File: src/sv/mp2ds_pkg.sv
`timescale 1ns / 1ps
package mp2ds_pkg;

  localparam int SAMPLE_BITS    = 16;
  localparam int MAX_COLS       = 256;
  localparam int MAX_COMPONENTS = 16;
  localparam int MAX_WINDOW     = 16;
  localparam int MAX_ROWS       = 1024;
  localparam int STORE_DEPTH    = MAX_COLS * MAX_COMPONENTS;
  localparam int IDX_W          = $clog2(STORE_DEPTH);
  localparam int QUEUE_DEPTH    = 4;
  localparam int QPTR_W         = $clog2(QUEUE_DEPTH);
  localparam int CFG_IDX_W      = 3;
  localparam int CFG_DATA_W     = 16;

  // register indexes of the configuration port
  localparam logic [CFG_IDX_W-1:0] CFG_IMAGE_COUNT     = 3'd0;
  localparam logic [CFG_IDX_W-1:0] CFG_IMAGE_ROWS      = 3'd1;
  localparam logic [CFG_IDX_W-1:0] CFG_IMAGE_COLS      = 3'd2;
  localparam logic [CFG_IDX_W-1:0] CFG_COMPONENT_COUNT = 3'd3;
  localparam logic [CFG_IDX_W-1:0] CFG_WINDOW_ROWS     = 3'd4;
  localparam logic [CFG_IDX_W-1:0] CFG_WINDOW_COLS     = 3'd5;

  // configuration, already clamped to legal ranges
  typedef struct packed {
    logic [15:0] image_count;
    logic [10:0] image_rows;
    logic [8:0]  image_cols;
    logic [4:0]  component_count;
    logic [4:0]  window_rows;
    logic [4:0]  window_cols;
  } cfg_t;

  // one classified sample, handed from front to back
  typedef struct packed {
    logic signed [SAMPLE_BITS-1:0] sample;
    logic [IDX_W-1:0]              idx;
    logic                          first;
    logic                          last;
    logic                          last_of_image;
    logic                          last_of_batch;
  } entry_t;

endpackage

File: src/sv/mp2ds_queue.sv
`timescale 1ns / 1ps
module mp2ds_queue (
  input  logic              clk_i,
  input  logic              rst_ni,
  input  logic              push_i,
  input  mp2ds_pkg::entry_t push_data_i,
  output logic              full_o,
  input  logic              pop_i,
  output logic              valid_o,
  output mp2ds_pkg::entry_t head_o
);
  import mp2ds_pkg::*;

  entry_t            slots_q [QUEUE_DEPTH];
  logic [QPTR_W-1:0] wr_ptr_q, rd_ptr_q;
  logic [QPTR_W:0]   count_q, count_d;

  assign full_o  = count_q == (QPTR_W+1)'(QUEUE_DEPTH);
  assign valid_o = count_q != '0;
  assign head_o  = slots_q[rd_ptr_q];

  always_comb begin
    count_d = count_q;
    if (push_i && !pop_i) count_d = count_q + 1'b1;
    if (pop_i && !push_i) count_d = count_q - 1'b1;
  end

  always_ff @(posedge clk_i) begin
    if (push_i) slots_q[wr_ptr_q] <= push_data_i;
  end

  always_ff @(posedge clk_i or negedge rst_ni) begin
    if (!rst_ni) begin
      wr_ptr_q <= '0;
      rd_ptr_q <= '0;
      count_q  <= '0;
    end else begin
      if (push_i) wr_ptr_q <= wr_ptr_q + 1'b1;
      if (pop_i)  rd_ptr_q <= rd_ptr_q + 1'b1;
      count_q <= count_d;
    end
  end

`ifndef SYNTHESIS
  a_no_overflow : assert property (@(posedge clk_i) disable iff (!rst_ni)
    full_o && !pop_i |-> !push_i)
    else $error("push into full queue");
  a_no_underflow : assert property (@(posedge clk_i) disable iff (!rst_ni)
    pop_i |-> valid_o)
    else $error("pop from empty queue");
  a_count_bound : assert property (@(posedge clk_i) disable iff (!rst_ni)
    count_q <= (QPTR_W+1)'(QUEUE_DEPTH))
    else $error("queue count past depth");
`endif

endmodule

File: config.mk
export PLATFORM = sky130hd
export DESIGN_NAME = mp2ds_queue
export DESIGN_NICKNAME = d
export VERILOG_FILES = /design/src/sv/mp2ds_pkg.sv /design/src/sv/mp2ds_queue.sv
export SDC_FILE = /design/constraint.sdc
export NUM_CORES = 1
export LEC_CHECK = 0
export ABC_AREA = 1
export BUFFER_PORTS_ARGS = -buffer_cell sky130_fd_sc_hd__buf_4
export CAP_MARGIN = 20
export CORE_MARGIN = 2
export CORE_UTILIZATION = 50
export CTS_CLUSTER_SIZE = 25
export DETAILED_ROUTE_END_ITERATION = 10
export GPL_ROUTABILITY_DRIVEN = 0
export PLACE_DENSITY_LB_ADDON = 0.25
export SETUP_SLACK_MARGIN = 0.05
export SKIP_LAST_GASP = 1
export SLEW_MARGIN = 20
export SYNTH_ARGS = -nofsm -noshare
export SYNTH_HDL_FRONTEND = slang
export SYNTH_SLANG_ARGS = --single-unit
File: constraint.sdc
create_clock -name clk_i -period 4.05 [get_ports clk_i]
set_clock_uncertainty 0.05 [all_clocks]
set_input_delay 0.6075 -clock clk_i [delete_from_list [all_inputs] [get_ports clk_i]]
set_output_delay 0.6075 -clock clk_i [all_outputs]
set_load 0.01 [all_outputs]
==> qor.txt <==
===============================================================================================
Synthesized area                                                                    0.00546 mm²
Switch Pwr                                                                            0.00158 W
Largest net degree at the start of global routing                                           131
Area share of the leading cell type in the synthesized netlist                            70.4%
Part of the total power dissipated in combinational logic                                 31.9%
Relative area change from synthesis to final layout                                       21.3%
Slew Limit Fails                                                                              0
Leading post-synthesis cells by cell area                                          sky130_fd_sc_hd__edfxtp_1, sky130_fd_sc_hd__o211ai_1, sky130_fd_sc_hd__nand2_1
Arr. time, crit path                                                                    2.21 ns
Sequential fraction of the synthesis area                                                 73.7%
Number of standard cells after synthesis                                                    422
Number of distinct library cells after synthesis                                             19
Share of the clock period used by the worst path                                          70.7%
Register-to-register path setup slack                                                   2.46 ns
Crit. End Element                                                                  primary output
CP Cell Sequence                                                                   buf_12 -> nand2_1 -> o211ai_1 -> nand2_1 -> buf_4
Switching part of the total                                                               32.5%
Static Leakage                                                                          2.72 nW
Total Power                                                                           0.00486 W
# IOs                                                                                        70
Maximum buffer depth of the clock tree                                                        2
Routed vias                                                                                3205
Grt total ovfl                                                                                0
Row count                                                                                    38
Worst flop-to-flop path startpoint                                                 wr_ptr_q[1]$_DFFE_PN0P_
Register bit count reported by yosys                                                        135
Total Negative Setup Slacks                                                                0 ns
Clock share of power                                                                      26.7%
Critical setup path kind                                                           flop to primary output
Post-synth EDFFs                                                                            128
Startpoint type of the worst setup path                                                    flop
Antenna Violating Nets Remaining                                                              0
Post-layout min period                                                                  2.86 ns
Post-route setup slack                                                                  1.19 ns
Endpoints failing setup                                                                       0
Rel. slew slack                                                                           52.0%
First-pass GRT wire length                                                             15100 µm
Antenna violations before repair                                                              0
Maximum VDD drop                                                                       0.340 mV
Clock input transition at the sequential cells of the worst setup and hold paths        0.05 ns
Nets in the synthesized netlist                                                             464
Outcome                                                                            complete, no violations
Final-report hold violation count                                                             0
Worst slack, placed                                                                     1.61 ns
Fraction of final layout cells sized beyond drive strength 1                              19.9%
Share of power burned in registers                                                        41.5%
Int Power                                                                             0.00328 W
Area leader, netlist                                                               sky130_fd_sc_hd__edfxtp_1
Iteration count of the initial detailed-routing pass                                          4
Type of the tightest min-delay check                                               input pin to flop
Maximum net fanout on the critical path                                                      76
Register-to-Register Path Depth                                                               5
Vias per inst                                                                              4.95
CTS H-tree lvls                                                                               4
CP most frequent cell                                                              sky130_fd_sc_hd__nand2_1
Most used DFF post-synth                                                           sky130_fd_sc_hd__edfxtp_1
Post-CTS Repair Setup Buffers                                                                 0
Root buf cell                                                                      sky130_fd_sc_hd__clkbuf_8
Final std cells w/o fill                                                                    648
Clock tree from TritonCTS                                                                 built
Total global routing track utilization                                                    17.8%
Slew at the pin closest to its max-slew limit                                          0.720 ns
Capturing instance or port of the critical path                                      head_o[14]
Estimated wirelength of the detail-placed design                                        5430 µm
Pwr per Cell Area                                                                    734 mW/mm²
Core ar.                                                                             0.0107 mm²
Reg2Reg Capture Point                                                              slots_q[1][29]$_DFFE_PP_
Slowest cell on the critical path                                                  sky130_fd_sc_hd__dfrtp_4
Final-stage net count                                                                       537
Post-synth top cells                                                               sky130_fd_sc_hd__edfxtp_1, sky130_fd_sc_hd__nand2_1, sky130_fd_sc_hd__inv_1
CTS sink cnt                                                                                135
Port buffer count                                                                            69
Share of synthesized registers carrying an async set or reset                             5.19%
Data required time of the worst path                                                    3.39 ns
Maximum operating frequency                                                             349 MHz
Die footprint                                                                        0.0118 mm²
First DRT Iteration DRCs                                                                    308
Starting density of the core                                                              50.8%
Horizontal die dimension                                                                 108 µm
Average wire per cell in the routed design                                              15.0 µm
Most instantiated library cell after synthesis                                     sky130_fd_sc_hd__edfxtp_1
Worst setup path start                                                             rd_ptr_q[0]$_DFFE_PN0P_
Number of diodes                                                                              0
WL final                                                                                9730 µm
Mean Syn Cell Area                                                                     12.9 µm²
RSZ-0062 raised after global routing                                                         no
Largest stage delay on the critical path                                                0.89 ns
Inst Count DP                                                                               614
Count of synthesis-stage warnings from yosys                                                  0
Die outline height                                                                       108 µm
Residual DRC                                                                                  0
Max Cap Violations                                                                            0
Number of clock buffers inserted by TritonCTS                                                17
Vias in the first global route                                                             3130
Latest clock arrival within the worst-skew pair                                         0.52 ns
===============================================================================================
[cells in the final DEF, fill, tap and decap left out]
master | synthesis | routed
sky130_fd_sc_hd__o21ai_0 | 1 | 1
sky130_fd_sc_hd__inv_2 | 1 | 1
sky130_fd_sc_hd__clkinv_1 | 0 | 7
sky130_fd_sc_hd__edfxtp_1 | 128 | 128
sky130_fd_sc_hd__dfrtp_1 | 7 | 6
sky130_fd_sc_hd__bufinv_16 | 0 | 1
sky130_fd_sc_hd__fa_1 | 1 | 1
sky130_fd_sc_hd__nand4_1 | 1 | 1
sky130_fd_sc_hd__clkinvlp_4 | 0 | 2
sky130_fd_sc_hd__ha_1 | 5 | 5
sky130_fd_sc_hd__inv_1 | 77 | 77
sky130_fd_sc_hd__clkinv_2 | 0 | 4
sky130_fd_sc_hd__buf_4 | 3 | 74
sky130_fd_sc_hd__buf_12 | 0 | 1
sky130_fd_sc_hd__nand2_1 | 107 | 107
sky130_fd_sc_hd__dfrtp_4 | 0 | 1
sky130_fd_sc_hd__clkbuf_16 | 0 | 16
sky130_fd_sc_hd__nor3_1 | 1 | 1
sky130_fd_sc_hd__xor2_1 | 3 | 3
sky130_fd_sc_hd__clkbuf_1 | 2 | 1
sky130_fd_sc_hd__clkbuf_8 | 0 | 1
sky130_fd_sc_hd__dlygate4sd3_1 | 0 | 1
sky130_fd_sc_hd__o211ai_1 | 64 | 64
sky130_fd_sc_hd__xnor2_1 | 1 | 1
sky130_fd_sc_hd__nand3_1 | 2 | 2
sky130_fd_sc_hd__o21ai_1 | 1 | 1
[worst max-delay path: cells and delay by family, from the launching register on]
| family | cells | cell delay (ns) |
|---|---|---|
| buf+inv | 2 | 0.47 |
| simple gates | 2 | 0.21 |
| compound gates | 1 | 0.09 |
| flops | 1 | 0.89 |
[per-stage QoR]
stage / util, % / instance area, µm² / hold slack (ns)
2_1_floorplan: - / 5460 / 0.262
3_3_place_gp: 56.6 / 6080 / 0.375
3_5_place_dp: 56.6 / 6080 / 0.374
4_1_cts: 61.4 / 6600 / 0.213
5_1_grt: 61.6 / 6620 / 0.214
6_report: 61.6 / 6620 / 0.236
[registers in the layout (all words and copies together), names as in the netlist]
name	flops
slots_q	128
wr_ptr_q	2
rd_ptr_q	2
count_q	3
[cells by family (layout without fill, tap and decap cells)]
family	Yosys count	after routing	share of synthesized area [%]
flip-flops	135	135	73.7
AO/OA/AOI/OAI	66	66	8.99
AND/OR/NAND/NOR	111	111	7.75
adder cells (fa/ha/maj)	6	6	1.51
buffers and inverters	100	186	7.45
XOR/XNOR	4	4	0.642
[worst min path at each step]
stage	startpoint	end	slack [ns]	depth (start not counted)
after floorplan	rst_ni	count_q[0]$_DFFE_PN0P_	0.26	0
after global placement	rst_ni	count_q[2]$_DFFE_PN0P_	0.37	1
after detailed placement	rst_ni	count_q[2]$_DFFE_PN0P_	0.37	1
after CTS	pop_i	rd_ptr_q[0]$_DFFE_PN0P_	0.21	2
after global routing	push_data_i[26]	slots_q[3][26]$_DFFE_PP_	0.21	1
final	pop_i	rd_ptr_q[0]$_DFFE_PN0P_	0.24	2
[routing by layer]
metal / vias to the layer above / part of all wire (%) / GRT usage [%]
li1: 1598 / - / -
met1: 1515 / 43 / 21.4
met2: 75 / 51 / 30.0
met3: 17 / 4.7 / 5.24
met4: 0 / 1.9 / 7.69
met5: - / 0 / 0
[area by class of cell]
class / count / area, µm²
inverter: 78 / 293
clock buffer: 18 / 418
tap: 140 / 175
fill: 828 / 4130
timing repair buffer: 76 / 586
clock inverter: 14 / 91.3
multi-input combinational: 187 / 1030
sequential: 135 / 4020
[power groups by stage]
stage / combinational [W] / clock (W) / sequential (W)
finish: 0.00155 / 0.00130 / 0.00201
global route: 0.00173 / 0.00138 / 0.00205
CTS: 0.00149 / 0.00133 / 0.00208
detailed placement: 0.00148 / 0 / 0.00211
global placement: 0.00145 / 0 / 0.00209
floorplan: 0.00103 / 0 / 0.00192
[what timing repair did]
action / 4_1_cts / 5_1_grt
gates resized for setup: 0 / 0
hold buffers: 1 / 0
hold endpoints to repair: 7 / 0
Power figures use the tool's default switching activity.
