`config.mk`:
```
export PLATFORM = sky130hd
export DESIGN_NAME = mp2ds_front
export DESIGN_NICKNAME = d
export VERILOG_FILES = /design/src/sv/mp2ds_pkg.sv /design/src/sv/mp2ds_front.sv
export SDC_FILE = /design/constraint.sdc
export NUM_CORES = 1
export LEC_CHECK = 0
export ABC_AREA = 1
export BUFFER_PORTS_ARGS = -buffer_cell sky130_fd_sc_hd__buf_2
export CORE_MARGIN = 5
export CORE_UTILIZATION = 50
export CTS_BUF_LIST = sky130_fd_sc_hd__clkbuf_8
export CTS_CLUSTER_SIZE = 14
export DETAILED_ROUTE_END_ITERATION = 6
export GPL_TIMING_DRIVEN = 0
export PLACE_DENSITY_LB_ADDON = 0.12
export SYNTH_ARGS = -nofsm -noshare
export SYNTH_HDL_FRONTEND = slang
export SYNTH_SLANG_ARGS = --single-unit
```
`constraint.sdc`:
```
create_clock -name clk_i -period 9.4 [get_ports clk_i]
set_clock_uncertainty 0.15 [all_clocks]
set_input_delay 1.41 -clock clk_i [delete_from_list [all_inputs] [get_ports clk_i]]
set_output_delay 1.41 -clock clk_i [all_outputs]
set_load 0.02 [all_outputs]
```
`src/sv/mp2ds_pkg.sv`:
```
`timescale 1ns / 1ps
package mp2ds_pkg;

  localparam int SAMPLE_BITS    = 16;
  localparam int MAX_COLS       = 256;
  localparam int MAX_COMPONENTS = 16;
  localparam int MAX_WINDOW     = 16;
  localparam int MAX_ROWS       = 1024;
  localparam int STORE_DEPTH    = MAX_COLS * MAX_COMPONENTS;
  localparam int IDX_W          = $clog2(STORE_DEPTH);
  localparam int QUEUE_DEPTH    = 4;
  localparam int QPTR_W         = $clog2(QUEUE_DEPTH);
  localparam int CFG_IDX_W      = 3;
  localparam int CFG_DATA_W     = 16;

  // register indexes of the configuration port
  localparam logic [CFG_IDX_W-1:0] CFG_IMAGE_COUNT     = 3'd0;
  localparam logic [CFG_IDX_W-1:0] CFG_IMAGE_ROWS      = 3'd1;
  localparam logic [CFG_IDX_W-1:0] CFG_IMAGE_COLS      = 3'd2;
  localparam logic [CFG_IDX_W-1:0] CFG_COMPONENT_COUNT = 3'd3;
  localparam logic [CFG_IDX_W-1:0] CFG_WINDOW_ROWS     = 3'd4;
  localparam logic [CFG_IDX_W-1:0] CFG_WINDOW_COLS     = 3'd5;

  // configuration, already clamped to legal ranges
  typedef struct packed {
    logic [15:0] image_count;
    logic [10:0] image_rows;
    logic [8:0]  image_cols;
    logic [4:0]  component_count;
    logic [4:0]  window_rows;
    logic [4:0]  window_cols;
  } cfg_t;

  // one classified sample, handed from front to back
  typedef struct packed {
    logic signed [SAMPLE_BITS-1:0] sample;
    logic [IDX_W-1:0]              idx;
    logic                          first;
    logic                          last;
    logic                          last_of_image;
    logic                          last_of_batch;
  } entry_t;

endpackage

```
`src/sv/mp2ds_front.sv`:
```
`timescale 1ns / 1ps
module mp2ds_front (
  input  logic                clk_i,
  input  logic                rst_ni,
  input  mp2ds_pkg::cfg_t     cfg_i,
  input  logic                accept_i,
  input  logic [15:0]         sample_i,
  output logic                push_o,
  output mp2ds_pkg::entry_t   entry_o
);
  import mp2ds_pkg::*;

  logic [9:0]  row_pos_q, row_pos_d;
  logic [7:0]  col_pos_q, col_pos_d;
  logic [3:0]  comp_pos_q, comp_pos_d;
  logic [3:0]  row_in_win_q, row_in_win_d;
  logic [3:0]  col_in_win_q, col_in_win_d;
  logic [15:0] image_pos_q, image_pos_d;
  logic [10:0] out_row_q, out_row_d;
  logic [8:0]  out_col_q, out_col_d;

  logic [16:0] row_end;
  logic [14:0] col_end;
  logic        row_ok, col_ok, comp_ok, row_final, col_final;
  logic [12:0] idx_full;
  logic        comp_wrap, ciw_wrap, col_wrap, riw_wrap, row_wrap, img_wrap;

  // window end positions in rows and columns for the current output cell
  assign row_end   = (17'(out_row_q) + 17'd1) * 17'(cfg_i.window_rows);
  assign col_end   = (15'(out_col_q) + 15'd1) * 15'(cfg_i.window_cols);
  assign row_ok    = row_end <= 17'(cfg_i.image_rows);
  assign col_ok    = col_end <= 15'(cfg_i.image_cols);
  assign comp_ok   = {1'b0, comp_pos_q} < cfg_i.component_count;
  assign row_final = row_ok && (row_end + 17'(cfg_i.window_rows) > 17'(cfg_i.image_rows));
  assign col_final = col_ok && (col_end + 15'(cfg_i.window_cols) > 15'(cfg_i.image_cols));
  assign idx_full  = 13'(out_col_q[7:0]) * 13'(cfg_i.component_count) + 13'(comp_pos_q);

  assign push_o                = accept_i && row_ok && col_ok && comp_ok;
  assign entry_o.sample        = sample_i;
  assign entry_o.idx           = idx_full[IDX_W-1:0];
  assign entry_o.first         = (row_in_win_q == 4'd0) && (col_in_win_q == 4'd0);
  assign entry_o.last          = ({1'b0, row_in_win_q} == cfg_i.window_rows - 5'd1) &&
                                 ({1'b0, col_in_win_q} == cfg_i.window_cols - 5'd1);
  assign entry_o.last_of_image = row_final && col_final &&
                                 ({1'b0, comp_pos_q} == cfg_i.component_count - 5'd1);
  assign entry_o.last_of_batch = entry_o.last_of_image &&
                                 (image_pos_q == cfg_i.image_count - 16'd1);

  assign comp_wrap = {1'b0, comp_pos_q} + 5'd1 >= cfg_i.component_count;
  assign ciw_wrap  = {1'b0, col_in_win_q} + 5'd1 >= cfg_i.window_cols;
  assign col_wrap  = {1'b0, col_pos_q} + 9'd1 >= cfg_i.image_cols;
  assign riw_wrap  = {1'b0, row_in_win_q} + 5'd1 >= cfg_i.window_rows;
  assign row_wrap  = {1'b0, row_pos_q} + 11'd1 >= cfg_i.image_rows;
  assign img_wrap  = {1'b0, image_pos_q} + 17'd1 >= {1'b0, cfg_i.image_count};

  // advance the position counters by one sample
  always_comb begin
    row_pos_d    = row_pos_q;
    col_pos_d    = col_pos_q;
    comp_pos_d   = comp_pos_q;
    row_in_win_d = row_in_win_q;
    col_in_win_d = col_in_win_q;
    image_pos_d  = image_pos_q;
    out_row_d    = out_row_q;
    out_col_d    = out_col_q;
    if (comp_wrap) begin
      comp_pos_d = 4'd0;
      if (ciw_wrap) begin
        col_in_win_d = 4'd0;
        out_col_d    = out_col_q + 9'd1;
      end else begin
        col_in_win_d = col_in_win_q + 4'd1;
      end
      if (col_wrap) begin
        col_pos_d    = 8'd0;
        col_in_win_d = 4'd0;
        out_col_d    = 9'd0;
        if (riw_wrap) begin
          row_in_win_d = 4'd0;
          out_row_d    = out_row_q + 11'd1;
        end else begin
          row_in_win_d = row_in_win_q + 4'd1;
        end
        if (row_wrap) begin
          row_pos_d    = 10'd0;
          row_in_win_d = 4'd0;
          out_row_d    = 11'd0;
          image_pos_d  = img_wrap ? 16'd0 : image_pos_q + 16'd1;
        end else begin
          row_pos_d = row_pos_q + 10'd1;
        end
      end else begin
        col_pos_d = col_pos_q + 8'd1;
      end
    end else begin
      comp_pos_d = comp_pos_q + 4'd1;
    end
  end

  always_ff @(posedge clk_i or negedge rst_ni) begin
    if (!rst_ni) begin
      row_pos_q    <= '0;
      col_pos_q    <= '0;
      comp_pos_q   <= '0;
      row_in_win_q <= '0;
      col_in_win_q <= '0;
      image_pos_q  <= '0;
      out_row_q    <= '0;
      out_col_q    <= '0;
    end else if (accept_i) begin
      row_pos_q    <= row_pos_d;
      col_pos_q    <= col_pos_d;
      comp_pos_q   <= comp_pos_d;
      row_in_win_q <= row_in_win_d;
      col_in_win_q <= col_in_win_d;
      image_pos_q  <= image_pos_d;
      out_row_q    <= out_row_d;
      out_col_q    <= out_col_d;
    end
  end

endmodule

```
==> results.md, run 1 <==
- The final estimated routing congestion in global placement is 0.908.
- In this run the worst hold path is classified as reg2reg.
- The required time at the endpoint of the critical path is roughly 8 ns.
- The worst-path cell with the longest stage delay is sky130_fd_sc_hd__fa_1.
- The proportion of synthesized area in mux cells is 0%.
- Global routing used 22.3% of the available tracks across all layers.
- The iteration count of the initial detailed-routing pass is 5.
- The startpoint of the worst-slack reg-to-reg timing path is row_pos_q[0]$_DFFE_PN0P_.
- The top cell type by total area after synthesis is sky130_fd_sc_hd__ha_1.
- The worst register-to-register path ends at out_row_q[4]$_DFFE_PN0P_.
- The synthesized-area fraction occupied by xor and xnor cells is roughly 7%.
- When the netlist entered floorplanning its net count stood at between 2k and 2.5k.
- Relative to the synthesized area, the layout overhead comes to 8.30%.
- The critical path is of the in2out type.
- Summing the areas of all compound-gate instances in the mapped netlist gives about 7.5% of the synthesized area.
- The number of nets at the end of the flow is roughly 2.3k.
- Along the worst path, the maximum fanout reaches 9.
- Setup repair after global routing left no endpoint under its margin.
- The standard cell core area is approximately 25000 um^2.
- Clock-pin slew was measured on the worst setup and hold paths at 0.09 ns.
- The synthesized flop and latch total is 66.
- The final global-route overflow total is 0.
- Input and output buffers added on the ports amount to 82.
- The share of the clock period used by the worst path is 95.3%.
- The most common cell after layout, fill and taps aside is sky130_fd_sc_hd__nand2_1.
- The post-synthesis adder-cell area fraction is 30.4%.
- The endpoint kind of the worst setup timing path is an output port.
- The largest net degree at the start of global routing is just under 50.
- The clock drives between 60 and 70 sinks.
- In this run the cell area of the synthesized design comes to 12800 um^2.
- In the synthesized netlist the dominant register cell turns out to be sky130_fd_sc_hd__dfrtp_1.
- The via count of the first global-routing pass came to 11.7k.
- At the pin with the least slew margin, the transition time is between 0.8 and 0.9 ns.
- The kind of start point of the critical path is a primary input.
- By area the synthesized netlist is led by sky130_fd_sc_hd__ha_1 18%, sky130_fd_sc_hd__nand2_1 13%, sky130_fd_sc_hd__dfrtp_1 13%, sky130_fd_sc_hd__fa_1 12%, sky130_fd_sc_hd__inv_1 11%.
- Averaged over all synthesized cells, the footprint is 6.71 um^2.
- The initial antenna violation count is 0.
- Setup violations remaining at the end of the flow were counted as 0.
- The total CTS buffers is 9.
- The total setup buffers inserted after CTS is 0.
- Of the cells placed in the final design, the portion with a size suffix greater than 1 is approximately 7.2%.
- The y dimension of the die is 170 um.
- The clock tree buffer depth is 2.
- The die area is slightly below 30000 um^2.
- TritonCTS built the clock tree.
- The worst setup timing slack at the placement stage is approximately 0.43 ns.
- The total number of H-tree levels is 3.
- The cell depth of the worst flop-to-flop path is 18.
- The hold path startpoint is row_pos_q[1]$_DFFE_PN0P_.
- Summed over all nets, wire length on met3 after detailed routing comes to between 900 and 1000 um.
- The repair_antennas step left the layout with diodes totalling 0.
- The cell seen most often among critical-path stages is sky130_fd_sc_hd__nand2_1.
- After detailed routing, the wire length on met1 is approximately 15000 um.
- In the layout the commonest cells are 451 x sky130_fd_sc_hd__nand2_1, 369 x sky130_fd_sc_hd__inv_1, 189 x sky130_fd_sc_hd__ha_1, 188 x sky130_fd_sc_hd__nor2_1, 137 x sky130_fd_sc_hd__nand3_1.
- For this configuration, the core starts out at a cell density of between 50% and 60%.
- The tree is rooted in a sky130_fd_sc_hd__clkbuf_8.
- The count of endpoints failing hold in the final timing report was 0.
- At the later pin of the worst-skew pair, clock insertion delay measures between 0.3 and 0.4 ns.
- Derived from the worst setup path, the maximum achievable clock frequency is about 110 MHz.
- Using the TritonRoute via totals, the vias-per-cell ratio works out to between 5 and 6.
- The half-perimeter wire length of the detailed placement result is about 27000 um.
- The DRC violation count after routing is 0.
- The cell count after synthesis came out at roughly 1.9k.
- The horizontal die dimension is between 150 and 200 um.
- In the synthesized netlist the async set-or-reset flop fraction comes to 100%.
- The count of flip-flops with a built-in enable after synthesis is 0.
- The main combinational cell family by area after synthesis is adder cells.
- The final setup TNS is 0 ns.
- The I/O pin total is between 100 and 150.
- The yosys synthesis warning count is 0.
- For the worst setup path, the data arrival time is 7.40 ns.
- Yosys mapped the design onto 49 distinct sky130hd cell types.
- Across all setup checks in the final design, the least slack found is approximately 0.44 ns.
- The post-synthesis sequential area ratio is about an eighth.
- The global-route wire length before repair is ~54000 um.
- The detailed router used layers up to and including met4.
- The routed design has between 30000 and 40000 um of wire.
- The residual antenna-violating net count after detailed routing is 0.
- The setup slack on the worst flop-to-flop path is between 4 and 5 ns.
- The floorplan has between 50 and 60 rows.
- After Yosys synthesis, and, or, nand and nor cells account for between 20 and 30% of the synthesized area.
- The flow ran to the end, and the final reports show no timing, DRC or antenna violations.
- The via total after detailed routing is 12.0k.
- The routed design uses around 15000 um of met2 wire.
- The number of max-slew violations in the final report is 0.
- In this run, the number of DRC markers left after iteration 0 of detailed routing was around 720.
- The area share of the leading cell type in the synthesized netlist is a little under a fifth.
- Max-cap violations in this run came to 0.
- The number of cells traversed by the worst hold path is 2.
- For this run, the slowest stage of the critical path takes about 0.55 ns.
- The worst max-slew margin expressed relative to the limit is 41.0%.
- Dividing the detail-routed wire length by the instance count gives between 10 and 15 um.
- Buffers inserted to repair hold after CTS numbered 0.
- The worst hold path terminates at row_pos_q[1]$_DFFE_PN0P_.
- The post-route minimum period is ~9 ns.
sequential cells by signal, indices dropped and copies added, names as in the netlist:
name and count:
col_in_win_q 4, col_pos_q 8, comp_pos_q 4, image_pos_q 16, out_col_q 9, out_row_q 11
row_in_win_q 4, row_pos_q 10
metal layers:
metal / GRT usage, % / vias up
met1: 30.2 / 5588
met3: 2.44 / 35
met5: 0 / -
met4: 5.80 / 0
met2: 37.9 / 200
li1: - / 6214
worst max path at each step:
stage,start,to,slack (ns),depth (start not counted)
finish,cfg_i[7],entry_o[0],0.44,35
floorplan,cfg_i[8],entry_o[0],1.56,32
detailed placement,cfg_i[8],entry_o[0],0.43,34
global placement,cfg_i[8],entry_o[0],0.51,34
CTS,cfg_i[8],entry_o[0],0.40,34
global route,cfg_i[7],entry_o[0],0.01,35
cells in the mapped netlist (24+ instances only):
| cell type | instances |
|---|---|
| sky130_fd_sc_hd__nand2_1 | 451 |
| sky130_fd_sc_hd__inv_1 | 369 |
| sky130_fd_sc_hd__ha_1 | 189 |
| sky130_fd_sc_hd__nor2_1 | 188 |
| sky130_fd_sc_hd__nand3_1 | 137 |
| sky130_fd_sc_hd__fa_1 | 77 |
| sky130_fd_sc_hd__xor2_1 | 72 |
| sky130_fd_sc_hd__a21oi_1 | 69 |
| sky130_fd_sc_hd__dfrtp_1 | 66 |
| sky130_fd_sc_hd__o21ai_0 | 66 |
| sky130_fd_sc_hd__nand4_1 | 52 |
| sky130_fd_sc_hd__xnor2_1 | 28 |
| sky130_fd_sc_hd__nor3_1 | 24 |
logic make-up after synthesis:
| group | after synthesis |
|---|---|
| and+or+nand+nor | 881 |
| adders and majority gates | 266 |
| xor gates and xnor gates | 100 |
| DFF | 66 |
| AOI/OAI and AO/OA | 174 |
| buffers and inverters | 426 |
through the flow:
| step | instances | area, um^2 | util (%) | hold slack, ns |
|---|---|---|---|---|
| finish | 2342 | 13900 | 55.0 | 0.368 |
| global route | 2342 | 13900 | 55.0 | 0.406 |
| CTS | 2342 | 13900 | 55.0 | 0.376 |
| detailed placement | 2326 | 13700 | 54.2 | 0.352 |
| global placement | 2325 | 13700 | 54.1 | 0.347 |
| floorplan | 1913 | 12800 | - | 0.328 |
cell type report:
class / instances / area [um^2]
fillers: 2551 / 11400
clock inverters: 7 / 82.6
flip-flops and latches: 66 / 1650
clock buffers: 9 / 124
plain buffers: 46 / 249
repair buffers: 83 / 440
multi-input cells: 1421 / 9510
inverters: 380 / 1430
well taps: 330 / 413
what timing repair did:
| item | 4_1_cts | 5_1_grt |
|---|---|---|
| resized for setup | 0 | 3 |
| endpoints found under the setup margin | 0 | 2 |
| hold endpoints to repair | 0 | 0 |
worst max-delay path: cells and delay by family:
kind,cells,cell delay [ns]
adder cells (fa/ha/maj),5,2.18
AND/OR/NAND/NOR,18,1.97
buffers and inverters,9,1.43
AO/OA/AOI/OAI,2,0.24
XOR/XNOR,1,0.15
Power of run 1 is not shown: default switching activity piles up to over one toggle a cycle in this logic, so the estimate is an artifact.
==> run 2: changes to the inputs <==
--- a/constraint.sdc
+++ b/constraint.sdc
@@ -3,3 +3,3 @@
 set_input_delay 1.41 -clock clk_i [delete_from_list [all_inputs] [get_ports clk_i]]
 set_output_delay 1.41 -clock clk_i [all_outputs]
-set_load 0.02 [all_outputs]
+set_load 0.1 [all_outputs]
==> run 2 against run 1 <==
Net effect: clock-buffer cell count unchanged; final cell count about the same; critical endpoint unchanged; hold slack about the same; die area did not move; global-route usage is the same; via count about the same; maximum frequency up 0.63%; worst setup slack improved by 0.056 ns; routed wire length down 0.11%; first-iteration DRC count increased by 2.9%; highest routed layer unchanged.
==> results.md, run 2 (same netlist as run 1, synthesis figures left out) <==
- Entering global routing, the biggest net connects slightly below 50 pins.
- For the pin with the worst max-slew slack, the measured transition is 0.886 ns.
- The area growth from synthesis to layout is 8.34%.
- The count of endpoints failing hold in the final timing report was 0.
- The number of antenna diodes in the final layout is 0.
- The most common cell after layout, fill and taps aside is sky130_fd_sc_hd__nand2_1.
- The number of gates resized after cts is 0.
- In the routed design, unresolved DRC markers number 0.
- Once the clock tree was built, the setup fixing pass inserted 0 buffers.
- Cells fill between 50% and 60% of the core in the end.
- The worst max-slew margin expressed relative to the limit is between 40 and 50%.
- The largest single stage delay on the critical path is roughly 0.57 ns.
- The cell seen most often among critical-path stages is sky130_fd_sc_hd__nand2_1.
- Global routing finished with a remaining overflow of 0.
- The data arrival at the endpoint of the critical path is 7.34 ns.
- The root buffer cell chosen for the clock tree is sky130_fd_sc_hd__clkbuf_8.
- At the end of routability-driven placement, the weighted congestion stood at 0.908.
- The floorplan step defined a die boundary enclosing roughly 29000 um^2.
- Summed over all nets, the half-perimeter wirelength after detailed placement is roughly 27000 um.
- The all-layer global routing usage is 22.3%.
- The source-to-sink clock delay at the later pin of the worst-skew pair is approximately 0.37 ns.
- The die is roughly 170 um wide.
- Clock tree synthesis inserted a total of 9 buffers.
- In the final routed layout, each cell accounts on average for 13.4 um.
- The number of max-slew violations in the final report came to 0.
- The required time at the endpoint of the critical path is 7.84 ns.
- Among all stages on the critical path, the largest delay is contributed by sky130_fd_sc_hd__fa_1.
- Once the floorplan was initialized, standard cells occupied between 50% and 60% of the core.
- The via count of the first global-routing pass is ~12k.
- The cell area after placement is roughly 14000 um^2.
- The register with the most flip-flops in the layout has 16 of them.
- The number of setup violations in the final report is 0.
- The library cells used most frequently in the layout, excluding fill and tap cells, are 451 x sky130_fd_sc_hd__nand2_1, 369 x sky130_fd_sc_hd__inv_1, 189 x sky130_fd_sc_hd__ha_1, 188 x sky130_fd_sc_hd__nor2_1, 137 x sky130_fd_sc_hd__nand3_1.
- The initial antenna violation count is 0.
- The H-tree was split into 3 levels.
- The routed design has 31400 um of wire.
- The clock passes through at most 2 buffers.
- The standard cell core area is between 20000 and 30000 um^2.
- In the final layout, the registers with the most flip-flops are image_pos_q: 16 flops, out_row_q: 11 flops, row_pos_q: 10 flops.
- The DRC violation total after the first TritonRoute iteration is 737.
- The y dimension of the die is 170 um.
- The flow ran to the end, and the final reports show no timing, DRC or antenna violations.
- The count of hold-fix buffers inserted at cts is 0.
- TritonCTS built the clock tree.
- STA classifies the critical path endpoint as an output port.
- Max-cap violations in this run came to 0.
- In the final layout, the share of cells above drive strength 1 is under 10%.
- Across all hold checks on the routed design, the worst slack comes to 0.368 ns.
- The count of standard-cell rows is 58.
- For this run, the detailed router's first-pass iteration total came to 5.
- The residual antenna-violating net count after detailed routing is 0.
- The worst min-delay path category is reg2reg.
- The clock slew at the register clock pins of the worst setup and hold paths is 0.09 ns.
- The worst path uses between 90% and 100% of the clock period.
- The first global-routing pass estimated approximately 54000 um of wire.
- The number of nets at the end of the flow is ~2.3k.
- In this run the count of I/O pins placed on the die edge is slightly above 100.
- Using the TritonRoute via totals, the vias-per-cell ratio works out to 5.14.
- The count of input and output buffers is approximately 80.
- The area of all placed cells without fillers is about 14000 um^2.
- The register name with the most flops is image_pos_q.
- Timing would allow up to between 100 and 150 MHz.
- The path type of the worst setup path is in2out.
- The worst setup path is launched from a primary input.
- The CTS sink count is 66.
- The post-route minimum period is between 8 and 9 ns.
- The routed layout has 12.0k vias.
- Along the worst path, the maximum fanout reaches 9.
-- run 2: cell count changes in the layout (fill, tap and decap cells not counted) --
cell,delta
sky130_fd_sc_hd__buf_2,-2
sky130_fd_sc_hd__buf_4,+1
sky130_fd_sc_hd__clkbuf_1,-1
sky130_fd_sc_hd__clkbuf_4,+1
sky130_fd_sc_hd__clkinv_1,-1
sky130_fd_sc_hd__clkinvlp_4,+1
-- run 2: metal layers --
metal	track usage, %	vias up	part of all wire, %
met2	37.9	197	46
met1	30.2	5597	48
met4	5.80	0	2.2
met3	2.44	34	3.0
met5	0	-	0
li1	-	6215	-
-- run 2: layout make-up --
type                       count  area (um^2)
buffer                        45          245
clock buffer                   9          124
clock inverter                 7         82.6
fill                        2548        11300
inverter                     380         1430
multi-input combinational   1421         9510
sequential                    66         1650
tap                          330          413
timing repair buffer          83          445
-- run 2: per-stage QoR --
step | setup TNS, ns | std cells | setup WS, ns
floorplan | 0 | 1913 | 0.301
global placement | 0 | 2325 | 0.244
detailed placement | 0 | 2326 | 0.162
CTS | 0 | 2342 | 0.139
global route | -0.00898 | 2341 | -0.00898
finish | 0 | 2341 | 0.498
-- run 2: worst paths after layout --
check | start | endpoint | slack [ns] | cells after the start
max | cfg_i[8] | entry_o[0] | 0.50 | 34
min reg2reg | row_pos_q[1]$_DFFE_PN0P_ | row_pos_q[1]$_DFFE_PN0P_ | 0.37 | 2
min | row_pos_q[1]$_DFFE_PN0P_ | row_pos_q[1]$_DFFE_PN0P_ | 0.37 | 2
max in group asynchronous | rst_ni | col_in_win_q[3]$_DFFE_PN0P_ | 7.75 | 2
min in group asynchronous | rst_ni | out_row_q[0]$_DFFE_PN0P_ | 0.78 | 1
max reg2reg | row_pos_q[0]$_DFFE_PN0P_ | out_row_q[4]$_DFFE_PN0P_ | 4.94 | 18
-- run 2: critical path, delay by kind of cell --
kind	cells	cell delay (ns)
AO/OA/AOI/OAI	3	0.50
XOR/XNOR	1	0.15
adder cells (fa/ha/maj)	6	2.32
AND/OR/NAND/NOR	16	1.66
buffers and inverters	8	1.28
Power of run 2 is left out for the same reason.
